## src/text_terminal_window_engine_macros.svh

```systemverilog
// Assertion macros shared by the terminal engine.
`ifndef TEXT_TERMINAL_WINDOW_ENGINE_MACROS_SVH
`define TEXT_TERMINAL_WINDOW_ENGINE_MACROS_SVH
`ifndef ASSERT_OFF
// Same-cycle implication.
`define TTW_ASSERT_SAME(lbl, clk, rst_n, ante, cons, msg) \
  lbl: assert property (@(posedge clk) disable iff (!rst_n) (ante) |-> (cons)) \
    else $error(msg);
// Next-cycle implication.
`define TTW_ASSERT_NEXT(lbl, clk, rst_n, ante, cons, msg) \
  lbl: assert property (@(posedge clk) disable iff (!rst_n) (ante) |=> (cons)) \
    else $error(msg);
`else
`define TTW_ASSERT_SAME(lbl, clk, rst_n, ante, cons, msg)
`define TTW_ASSERT_NEXT(lbl, clk, rst_n, ante, cons, msg)
`endif
`endif

```

## src/ttw_pkg.sv

```systemverilog
package ttw_pkg;

  localparam int SCREEN_COLUMNS = 80;
  localparam int SCREEN_ROWS    = 25;
  localparam int TAB_WIDTH      = 4;
  localparam int CELL_COUNT     = SCREEN_COLUMNS * SCREEN_ROWS;
  localparam int ADDR_W         = $clog2(CELL_COUNT);

  localparam int OP_W       = 2;
  localparam int CODE_W     = 8;
  localparam int COL_W      = 7;
  localparam int ROW_W      = 5;
  localparam int COLOR_W    = 8;
  localparam int CELL_W     = 16;
  localparam int TAB_CNT_W  = $clog2(TAB_WIDTH + 1);
  localparam int CFG_IDX_W  = 3;
  localparam int CFG_DATA_W = 8;

  localparam logic [ROW_W-1:0] ROW_MAX   = ROW_W'(SCREEN_ROWS - 1);
  localparam logic [COL_W-1:0] COL_MAX   = COL_W'(SCREEN_COLUMNS - 1);
  localparam logic [COL_W:0]   COL_LIMIT = (COL_W + 1)'(SCREEN_COLUMNS);

  // operations
  localparam logic [OP_W-1:0] OP_PUT   = 2'd0;
  localparam logic [OP_W-1:0] OP_SET   = 2'd1;
  localparam logic [OP_W-1:0] OP_READ  = 2'd2;
  localparam logic [OP_W-1:0] OP_CLEAR = 2'd3;

  // control characters
  localparam logic [CODE_W-1:0] CHAR_BACKSPACE = 8'd8;
  localparam logic [CODE_W-1:0] CHAR_TAB       = 8'd9;
  localparam logic [CODE_W-1:0] CHAR_NEWLINE   = 8'd10;
  localparam logic [CODE_W-1:0] CHAR_SPACE     = 8'd32;

  // configuration register indexes
  localparam logic [CFG_IDX_W-1:0] REG_TEXT_COLOR    = 3'd0;
  localparam logic [CFG_IDX_W-1:0] REG_WINDOW_TOP    = 3'd1;
  localparam logic [CFG_IDX_W-1:0] REG_WINDOW_BOTTOM = 3'd2;
  localparam logic [CFG_IDX_W-1:0] REG_WINDOW_LEFT   = 3'd3;
  localparam logic [CFG_IDX_W-1:0] REG_WINDOW_RIGHT  = 3'd4;

  // reset values
  localparam logic [COLOR_W-1:0] RST_TEXT_COLOR    = 8'h07;
  localparam logic [ROW_W-1:0]   RST_WINDOW_TOP    = 5'd3;
  localparam logic [ROW_W-1:0]   RST_WINDOW_BOTTOM = 5'd20;
  localparam logic [COL_W-1:0]   RST_WINDOW_LEFT   = 7'd3;
  localparam logic [COL_W-1:0]   RST_WINDOW_RIGHT  = 7'd76;
  localparam logic [ROW_W-1:0]   RST_CURSOR_ROW    = 5'd3;
  localparam logic [COL_W-1:0]   RST_CURSOR_COL    = 7'd3;
  localparam logic [CELL_W-1:0]  RST_CELL          = {RST_TEXT_COLOR, CHAR_SPACE};

  // decoded request kinds
  localparam int KIND_W = 3;
  localparam logic [KIND_W-1:0] KIND_PUT       = 3'd0;
  localparam logic [KIND_W-1:0] KIND_NEWLINE   = 3'd1;
  localparam logic [KIND_W-1:0] KIND_BACKSPACE = 3'd2;
  localparam logic [KIND_W-1:0] KIND_TAB       = 3'd3;
  localparam logic [KIND_W-1:0] KIND_SET       = 3'd4;
  localparam logic [KIND_W-1:0] KIND_READ      = 3'd5;
  localparam logic [KIND_W-1:0] KIND_CLEAR     = 3'd6;

  // datapath commands
  localparam int CMD_W = 4;
  localparam logic [CMD_W-1:0] CMD_NONE     = 4'd0;
  localparam logic [CMD_W-1:0] CMD_INIT     = 4'd1;
  localparam logic [CMD_W-1:0] CMD_ACCEPT   = 4'd2;
  localparam logic [CMD_W-1:0] CMD_EXEC     = 4'd3;
  localparam logic [CMD_W-1:0] CMD_TAB      = 4'd4;
  localparam logic [CMD_W-1:0] CMD_READ_CAP = 4'd5;
  localparam logic [CMD_W-1:0] CMD_COPY     = 4'd6;
  localparam logic [CMD_W-1:0] CMD_DRAIN    = 4'd7;
  localparam logic [CMD_W-1:0] CMD_FILL     = 4'd8;
  localparam logic [CMD_W-1:0] CMD_CLEAR    = 4'd9;

  typedef struct packed {
    logic [CMD_W-1:0] op;
    logic             load_out;
  } ttw_cmd_t;

  typedef struct packed {
    logic [KIND_W-1:0] kind;
    logic              scroll;
    logic              copy_none;
    logic              tab_done;
    logic              copy_last;
    logic              walk_last;
    logic              init_last;
  } ttw_stat_t;

endpackage

```

## src/ttw_ctrl.sv

```systemverilog
`include "text_terminal_window_engine_macros.svh"

module ttw_ctrl (
  input  logic             clk,
  input  logic             rst_n,
  input  logic             in_valid,
  output logic             in_ready,
  output logic             out_valid,
  input  logic             out_ready,
  input  ttw_pkg::ttw_stat_t stat,
  output ttw_pkg::ttw_cmd_t  cmd
);
  import ttw_pkg::*;

  localparam int ST_W = 4;
  localparam logic [ST_W-1:0] S_INIT  = 4'd0;
  localparam logic [ST_W-1:0] S_IDLE  = 4'd1;
  localparam logic [ST_W-1:0] S_EXEC  = 4'd2;
  localparam logic [ST_W-1:0] S_TAB   = 4'd3;
  localparam logic [ST_W-1:0] S_READ  = 4'd4;
  localparam logic [ST_W-1:0] S_COPY  = 4'd5;
  localparam logic [ST_W-1:0] S_DRAIN = 4'd6;
  localparam logic [ST_W-1:0] S_FILL  = 4'd7;
  localparam logic [ST_W-1:0] S_CLEAR = 4'd8;
  localparam logic [ST_W-1:0] S_DONE  = 4'd9;

  logic [ST_W-1:0] state_r, state_nxt;
  logic            out_valid_r, out_valid_nxt;
  logic            out_free;

  assign out_free  = !out_valid_r || out_ready;
  assign in_ready  = (state_r == S_IDLE);
  assign out_valid = out_valid_r;

  always_comb begin
    state_nxt    = state_r;
    cmd.op       = CMD_NONE;
    cmd.load_out = 1'b0;
    case (state_r)
      S_INIT: begin
        cmd.op = CMD_INIT;
        if (stat.init_last) begin
          state_nxt = S_IDLE;
        end
      end
      S_IDLE: begin
        if (in_valid) begin
          cmd.op    = CMD_ACCEPT;
          state_nxt = S_EXEC;
        end
      end
      S_EXEC: begin
        cmd.op = CMD_EXEC;
        case (stat.kind)
          KIND_TAB:   state_nxt = S_TAB;
          KIND_READ:  state_nxt = S_READ;
          KIND_CLEAR: state_nxt = S_CLEAR;
          default: begin
            if (stat.scroll) begin
              state_nxt = stat.copy_none ? S_FILL : S_COPY;
            end else begin
              state_nxt = S_DONE;
            end
          end
        endcase
      end
      S_TAB: begin
        cmd.op = CMD_TAB;
        if (stat.tab_done) begin
          state_nxt = S_DONE;
        end
      end
      S_READ: begin
        cmd.op    = CMD_READ_CAP;
        state_nxt = S_DONE;
      end
      S_COPY: begin
        cmd.op = CMD_COPY;
        if (stat.copy_last) begin
          state_nxt = S_DRAIN;
        end
      end
      S_DRAIN: begin
        cmd.op    = CMD_DRAIN;
        state_nxt = S_FILL;
      end
      S_FILL: begin
        cmd.op = CMD_FILL;
        if (stat.walk_last) begin
          state_nxt = S_DONE;
        end
      end
      S_CLEAR: begin
        cmd.op = CMD_CLEAR;
        if (stat.walk_last) begin
          state_nxt = S_DONE;
        end
      end
      S_DONE: begin
        if (out_free) begin
          cmd.load_out = 1'b1;
          state_nxt    = S_IDLE;
        end
      end
      default: state_nxt = S_IDLE;
    endcase
  end

  always_comb begin
    out_valid_nxt = out_valid_r;
    if (out_valid_r && out_ready) begin
      out_valid_nxt = 1'b0;
    end
    if (cmd.load_out) begin
      out_valid_nxt = 1'b1;
    end
  end

  always_ff @(posedge clk) begin
    if (!rst_n) begin
      state_r     <= S_INIT;
      out_valid_r <= 1'b0;
    end else begin
      state_r     <= state_nxt;
      out_valid_r <= out_valid_nxt;
    end
  end

  `TTW_ASSERT_SAME(a_rsp_from_done, clk, rst_n, $rose(out_valid_r), $past(state_r == S_DONE), "response raised outside completion")
  `TTW_ASSERT_SAME(a_no_rsp_in_init, clk, rst_n, state_r == S_INIT, !out_valid_r, "response during clearing pass")
  `TTW_ASSERT_NEXT(a_done_loads, clk, rst_n, state_r == S_DONE && out_free, out_valid_r && state_r == S_IDLE, "completion did not load response")

endmodule

```

## config.mk

```make
export PLATFORM = sky130hd
export DESIGN_NAME = ttw_ctrl
export DESIGN_NICKNAME = d
export VERILOG_FILES = /design/src/ttw_pkg.sv /design/src/ttw_ctrl.sv
export VERILOG_INCLUDE_DIRS = /design/src /design/src/src
export SDC_FILE = /design/constraint.sdc
export NUM_CORES = 1
export LEC_CHECK = 0
export BUFFER_PORTS_ARGS = -buffer_cell sky130_fd_sc_hd__clkbuf_2
export CAP_MARGIN = 20
export CORE_MARGIN = 2
export CORE_UTILIZATION = 43
export CTS_CLUSTER_DIAMETER = 100
export DETAILED_ROUTE_END_ITERATION = 6
export PLACE_DENSITY = 0.8
export REMOVE_ABC_BUFFERS = 1
export SLEW_MARGIN = 25
export SYNTH_ARGS = -nofsm -noshare
export SYNTH_HDL_FRONTEND = slang
export SYNTH_SLANG_ARGS = --single-unit
```

## constraint.sdc

```tcl
create_clock -name clk -period 1.4 [get_ports clk]
set_input_delay 0.28 -clock clk [delete_from_list [all_inputs] [get_ports clk]]
set_output_delay 0.28 -clock clk [all_outputs]
set_load 0.01 [all_outputs]
```

==> results.md, run 1 <==
Timing:
- The worst-margin pin slew is approximately 0.45 ns.
- The final count of hold timing violations was 0.
- The worst pin sits at a relative slew slack of between 60 and 70%.
- The max-slew violation total from the final report is 0.
- Static timing analysis puts the maximum clock frequency at around 0.6 GHz.
- The share of the cycle needed by the critical path after routing is 118%.
- The total of endpoints with negative setup slack in the final report is 10.
- The shortest clock period the worst path allows after layout is 1.65 ns.
- The worst setup margin is -0.251 ns.
- Setup repair after global routing could not meet its margin everywhere.
- The minimum hold slack is just under 0.4 ns.
- The clock skew after layout is around 0.017 ns.

Global route:
- The number of global-route vias before repair came to between 600 and 700.
- The met2 layer usage reported by global route is 38.8%.
- In this run the most used layer during global routing was met2.
- The residual overflow from global routing is 0.
- The all-layer global routing usage is a little under a quarter.
- The met1 track demand over resource in global routing is about 29%.
- The number of antenna violations at the first check in global routing is 0.
- Entering global routing, the biggest net connects 12 pins.
- The first global-routing pass estimated between 3 and 4 mm of wire.
- For this run, global-route usage on met3 was measured as just under 4%.

Setup path:
- Data arrives at the worst endpoint at ~1.4 ns.
- The category of the critical setup timing path is flop to output port.
- In this run the worst path has a maximum fanout of 3.
- The critical path required time is between 1 and 1.5 ns.
- The worst setup path is launched from a flop.
- The worst setup path is captured at an output port.

Pwr:
- VDD sags by at most approximately 880 uV.
- In this run the static leakage power is 0.000476 uW.
- Overall power consumption after layout is estimated at 1750 uW.
- The cell area power density is roughly 1700 nW/um^2.

Placed design:
- In this run the cell area measured after placement is 774 um^2.
- Before CTS, the worst setup slack after placement is -0.223 ns.
- The global placer's final weighted congestion is 0.816.
- The count of buffers added on input and output ports is 19.
- The post-DP HPWL is about 1.1 mm.

Outcome:
- The final reports fail on negative setup slack.
- The run finished, with violations left.

Die:
- From left edge to right edge, the die measures between 40 and 50 um.
- The number of ports placed on the die boundary is 20.
- The die covers 1740 um^2.
- The y dimension of the die is 41.7 um.
- The cell row count is 13.
- The starting density of the core is between 40 and 50%.
- The floorplan step defined a core boundary enclosing around 1300 um^2.

Clock network:
- For this design, the sink count on the clock tree is 5.
- The deepest level of the CTS H-tree is 1.
- TritonCTS built the clock tree.
- The number of clock buffers added by TritonCTS is 3.
- Clock latency on the worst-skew pair, taken at its later pin, is 0.26 ns.
- The cell chosen for the clock root is clkbuf_4.
- The buffer levels on the longest clock path is 2.
- The number of buffers added to fix hold violations after cts is 0.
- Clock-pin slew was measured on the worst setup and hold paths at 0.06 ns.

Layout:
- Summing all multi-input logic gate instances after layout gives just under 500 um^2.
- After routing the design area is just over 1000 um^2.
- The number of nets at the end of the flow is between 100 and 150.
- The share of layout cells above drive strength 1 is roughly three fifths.
- The most frequent standard cell in the layout excluding fill and tap cells is buf_4.
- The number of antenna diodes in the final layout is 0.
- The combined flip-flop and latch cell area is between 100 and 150 um^2.
- The count of fill cells added during filler insertion is just under 90.
- In the layout the commonest cells are 19 x buf_4, 13 x clkbuf_2, 11 x buf_6.
- Compared with the post-synthesis result, the final layout area differs by 66.6%.

Routing:
- After the first detailed-routing iteration, the DRC count stood at 16.
- In the final routed layout, each cell accounts on average for 16.2 um.
- The final route contains about 750 vias.
- In the routed design, unresolved DRC markers number 0.
- For this block, the routed nets add up to approximately 2.1 mm of wire.
- The number of routed nets with antenna violations is 0.
- The vias per cell is between 5 and 6.
- The number of iterations in the first detailed-routing pass is 4.

Logic synthesis:
- The post-synthesis sequential element count is 5.
- The mapped netlist covers ~610 um^2.
- Synthesis handed over a netlist of 72 instances.
- The sequential fraction of the synthesis area is about 16%.
- The mean instance size in the synthesized netlist is 8.48 um^2.
- The count of synthesis-stage warnings from yosys is 0.
- The number of distinct library cells after synthesis is 36.

Flow run:
- The number of max-capacitance violations reported is 0.

Worst hold path:
- The worst hold path class is input pin to flop.
## worst paths after layout
| check | start | to | slack, ns | depth (start not counted) |
|---|---|---|---|---|
| max | state_r[0] | in_ready | -0.25 | 5 |
| min | rst_n | out_valid | 0.38 | 2 |
| max reg2reg | state_r[0] | state_r[0] | -0.22 | 7 |
| min reg2reg | state_r[0] | state_r[0] | 0.68 | 3 |
## registers in the layout, summed over array words and instances (netlist names)
| register | count |
|---|---|
| out_valid | 1 |
| state_r | 4 |
## kinds of logic after synthesis
kind of cell / Yosys count / share of synthesized area, %
simple gates: 29 / 33.6
compound gates: 23 / 29.9
buf+inv: 9 / 10.9
flops: 5 / 16.4
xor+xnor: 3 / 4.30
mux: 3 / 4.92
## layout make-up
type | instances | share of cell area (%)
Clock buffer | 3 | 2.21
Tap cell | 15 | 1.85
Inverter | 1 | 0.369
Multi-Input combinational cell | 58 | 48.7
Clock inverter | 1 | 0.492
Timing Repair Buffer | 48 | 35.1
Sequential cell | 5 | 11.3
## report_power, final
part           switching, uW  internal (uW)
Combinational            534            730
Clock                   77.0            104
Sequential              96.2            208
Total                    707           1040
## synth_stat cells
library cell / number / area, um^2
and2b_1: 1 / 7.51
o311ai_2: 1 / 16.3
and4b_4: 1 / 13.8
a21oi_1: 3 / 15.0
or2b_1: 1 / 7.51
inv_1: 1 / 3.75
nor4b_4: 1 / 23.8
nor2_1: 5 / 18.8
a31oi_1: 2 / 12.5
clkbuf_4: 1 / 7.51
a2bb2oi_1: 1 / 8.76
nor3b_1: 1 / 7.51
or2_2: 1 / 6.26
and4_4: 1 / 11.3
o21bai_2: 1 / 11.3
a311o_1: 1 / 10.0
dfxtp_1: 5 / 100
mux2i_1: 3 / 30.0
buf_4: 1 / 7.51
a211o_1: 1 / 8.76
nor4bb_4: 1 / 25.0
o21a_1: 3 / 22.5
buf_6: 3 / 33.8
o31ai_1: 1 / 7.51
o311a_1: 2 / 20.0
nand2b_1: 3 / 18.8
a221o_1: 1 / 10.0
o21ai_0: 4 / 20.0
nand2_1: 9 / 33.8
a22oi_2: 1 / 12.5
a21o_1: 1 / 7.51
nor2b_1: 3 / 18.8
xor2_1: 3 / 26.3
buf_1: 1 / 3.75
nor3b_2: 1 / 12.5
buf_2: 2 / 10.0
## worst max-delay path, cell delays in order (launching register included)
cell and delay (ns):
dfxtp_4 0.37, buf_6 0.12, nor3b_4 0.21, buf_4 0.14, nor2b_1 0.12, buf_2 0.14
## metrics by stage
step                      setup TNS (ns)  util [%]  std cells
after global routing               -2.43      77.2        131
after detailed placement           -1.13      58.8        113
after global placement            -0.540      58.8        113
after CTS                          -1.56      71.3        127
after floorplan                   -0.650         -         64
final                              -1.85      77.2        131
## what timing repair did
action | CTS | global route
pin swaps | 10 | 9
hold endpoints to repair | 0 | 0
resized for setup | 20 | 16
setup buffers | 10 | 4
setup endpoints to repair | 10 | 10
## metal layers
layer  wire length, um  part of all wire (%)  vias up
li1                  -                     -      355
met1               870                    41      346
met2              1060                    50       39
met3               113                   5.3        8
met4                70                   3.3        0
met5                 0                     0        -
Note: power is estimated with default switching activity, not from simulation.
==> inputs of run 2 (changes only) <==
--- a/config.mk
+++ b/config.mk
@@ -8,11 +8,11 @@
 export LEC_CHECK = 0
 export BUFFER_PORTS_ARGS = -buffer_cell sky130_fd_sc_hd__clkbuf_2
 export CAP_MARGIN = 20
-export CORE_MARGIN = 2
-export CORE_UTILIZATION = 43
+export CORE_AREA = 2 2 39 41
 export CTS_CLUSTER_DIAMETER = 100
 export DETAILED_ROUTE_END_ITERATION = 6
-export PLACE_DENSITY = 0.8
+export DIE_AREA = 0 0 41 43
+export PLACE_DENSITY = 0.81
 export REMOVE_ABC_BUFFERS = 1
 export SLEW_MARGIN = 25
 export SYNTH_ARGS = -nofsm -noshare
==> constraint.sdc (replaced) <==
create_clock -name clk -period 1.75 [get_ports clk]
set_input_delay 0.35 -clock clk [delete_from_list [all_inputs] [get_ports clk]]
set_output_delay 0.35 -clock clk [all_outputs]
set_load 0.01 [all_outputs]
==> results.md, run 2 (synthesis gave the netlist of run 1 again) <==
Global route:
- The all-layer global routing usage is 18.1% (was 23.4%).
- The maximum number of pins on one net before global-route repair came to 13 (was 12).
- The residual overflow from global routing was 0 (unchanged).
- The number of antenna violations at the first check in global routing is 0 (unchanged).
- The wire length of the first global-routing pass is 2.27 mm (was 3.11 mm).
- The number of global-route vias before repair is 530 (was 674).

Layout:
- The core occupancy in the finished layout is 56.6% (was 77.2%).
- Top library cells by usage in the layout, fill and taps aside: 17 x clkbuf_2, 9 x nand2_1, 9 x buf_4 (was 19 x buf_4, 13 x clkbuf_2, 11 x buf_6).
- The most frequent standard cell in the layout excluding fill and tap cells is clkbuf_2 (was buf_4).
- The post-route cell area came to 783 um^2 (was 1020 um^2).
- The number of nets at the end of the flow is 111 (was 130).
- The share of layout cells above drive strength 1 was 47.4% (was 58.6%).
- The layout overhead on the synthesized area is 28.3% (was 66.6%).
- The number of antenna diodes was 0 (unchanged).
- The flip-flop count of the largest register after layout was 4 (unchanged).
- The largest register by flop count is state_r (unchanged).

Placed design:
- The placed cell area came to 708 um^2 (was 774 um^2).
- The global placer's final weighted congestion is 0.795 (was 0.816).
- The total of buffers placed on input and output ports came to 19 (unchanged).
- The post-DP HPWL is 1.08 mm (was 1.14 mm).

Worst hold path:
- The cell count of the worst hold path is 2 (unchanged).
- The launch instance of the worst min-delay path is rst_n (unchanged).
- The worst hold path class is input pin to flop (unchanged).
- The end point of the most critical hold path is out_valid (unchanged).

Setup path:
- The sort of element at the start of the critical path is a flop (unchanged).
- The largest fanout on the critical path is 7 (was 3).
- The reg-to-reg startpoint is state_r[0] (unchanged).
- The category of the worst setup path capture point is an output port (unchanged).
- The critical path required time is 1.40 ns (was 1.12 ns).
- The register-to-register path setup slack is 0.11 ns (was -0.22 ns).
- The arrival time reported for the critical path endpoint was 1.34 ns (was 1.37 ns).
- The reg-to-reg critical path endpoint was state_r[1] (was state_r[0]).
- The number of cells traversed by the worst register-to-register path came to 6 (was 7).
- The category of the critical setup timing path was flop to output port (unchanged).

Flow run:
- The number of max-capacitance violations reported is 0 (unchanged).

Pwr:
- The sequential cell fraction of total power is 20.5% (was 17.4%).
- The worst supply voltage drop on vdd was 549 uV (was 885 uV).
- The fraction of power consumed by combinational cells is 66.0% (was 72.2%).
- The net switching component of the power was 415 uW (was 707 uW).
- The clock network fraction of total power is 13.6% (was 10.4%).
- The post-route total power was 1000 uW (was 1750 uW).
- The static leakage power is 0.000353 uW (was 0.000476 uW).
- The internal power is 588 uW (was 1040 uW).
- The cell area power density was 1280 nW/um^2 (was 1720 nW/um^2).
- The fraction of power spent switching nets is 41.4% (was 40.4%).

Timing:
- The total of endpoints with negative setup slack in the final report is 0 (was 10).
- The max-slew violation total from the final report is 0 (unchanged).
- The final count of hold timing violations came to 0 (unchanged).
- The highest attainable clock frequency is around 0.59 GHz.
- The worst path in the final design needs a cycle of 1.69 ns, including I/O delays and setup.
- The minimum hold slack is 0.468 ns (was 0.385 ns).
- RSZ-0062 raised after global routing: false (was true).
- The total negative slack for setup checks is 0 ns (was -1.85 ns).
- The headroom to the max-slew limit is 81.7% (was 69.4%).
- The worst-margin pin slew is 0.274 ns (was 0.455 ns).
- The clock skew after layout is 0.00618 ns (was 0.0174 ns).
- The share of the cycle needed by the critical path after routing is a little over nine tenths.

Routing:
- The detailed-routing wirelength on met1 is 608 um (was 870 um).
- The routed wire length on met2 is 760 um (was 1.06 mm).
- The final routed DRC violation total is 0 (unchanged).
- The number of iterations in the first detailed-routing pass is 4 (unchanged).
- The amount of wire on met3 after detailed routing came to 74 um (was 113 um).
- The sum of routed wire length over all layers is 1.47 mm (was 2.12 mm).
- The vias per cell is 5.43 (was 5.71).
- The number of design-rule violations left by the first detailed-router iteration is 10 (was 16).
- The via total after detailed routing was 614 (was 748).
- The average routed wire per standard cell is 13.0 um (was 16.2 um).
- The uppermost layer routed is met4 (unchanged).
- The number of routed nets with antenna violations came to 0 (unchanged).

Clock network:
- The clock sink count is 5 (unchanged).
- The deepest level of the CTS H-tree was 1 (unchanged).
- The insertion delay to the later sink of the worst-skew pair is 0.25 ns (was 0.26 ns).
- The clock-pin slew on the worst setup and hold paths is 0.05 ns (was 0.06 ns).
- The cell chosen for the clock root is clkbuf_4 (unchanged).
- The clock tree from TritonCTS is yes (unchanged).
- The buffer levels on the longest clock path came to 2 (unchanged).
- The number of buffers inserted during clock tree synthesis was 3 (unchanged).

Die:
- The starting density of the core is 44.1% (was 46.3%).
- The area inside the core boundary is 1380 um^2 (was 1320 um^2).
- The x dimension of the die is 41 um (was 41.7 um).
- The die footprint is 1760 um^2 (was 1740 um^2).
- The cell row count is 14 (was 13).
- The number of ports placed on the die boundary is 20 (unchanged).
- The y dimension of the die was 43 um (was 41.7 um).

Outcome:
- Status: finished, final reports clean (was complete, but fails checks).
==> run 2: cell count changes in the layout (fill, tap and decap cells not counted), moves of 2 or more <==
cell      previous run  this run
buf_2                5         2
buf_4               19         9
buf_6               11         1
clkbuf_2            13        17
dfxtp_2              0         2
dfxtp_4              4         1
==> run 2: final cells by class <==
class | count | area (um^2)
well taps | 16 | 20.0
clock buffers | 3 | 22.5
multi-input cells | 58 | 452
inverters | 1 | 3.75
repair buffers | 29 | 174
flip-flops and latches | 5 | 106
clock inverters | 1 | 5.00
fillers | 127 | 601
==> run 2: how the worst max path moves through the flow <==
stage	from	end	slack (ns)
final	state_r[0]	cmd[4]	0.06
after detailed placement	state_r[0]	state_r[1]	0.14
after global placement	state_r[0]	state_r[1]	0.22
after global routing	state_r[0]	cmd[4]	0.002
after CTS	state_r[1]	cmd[0]	0.02
after floorplan	state_r[2]	state_r[1]	0.04
==> run 2: critical path: stages (launching register included) <==
cell      delay (ns)
dfxtp_4         0.36
buf_4           0.15
and4b_4         0.19
or2_2           0.26
clkbuf_2        0.13
==> run 2: repair_timing <==
action | CTS | global route
pin swaps | 0 | 2
hold buffers | 0 | 0
setup endpoints to repair | 2 | 4
buffers inserted | 0 | 4
resized for setup | 2 | 7
==> run 2: power groups by stage <==
stage / Sequential, uW / Combinational [uW] / Clock [uW]
after global routing: 210 / 730 / 150
after floorplan: 241 / 323 / 0
after global placement: 191 / 587 / 0
after CTS: 193 / 602 / 141
after detailed placement: 193 / 599 / 0
final: 205 / 662 / 136
==> run 2: routing by layer <==
layer / GRT usage [%] / vias up
li1: - / 310
met1: 23.2 / 282
met2: 30.0 / 20
met3: 4.71 / 2
met4: 2.00 / 0
met5: 0 / -
==> run 2: stage by stage <==
stage / instances / worst slack (ns)
after detailed placement: 105 / 0.140
after CTS: 109 / 0.0194
after global routing: 113 / 0.00162
final: 113 / 0.0638
after global placement: 105 / 0.220
after floorplan: 64 / 0.0410
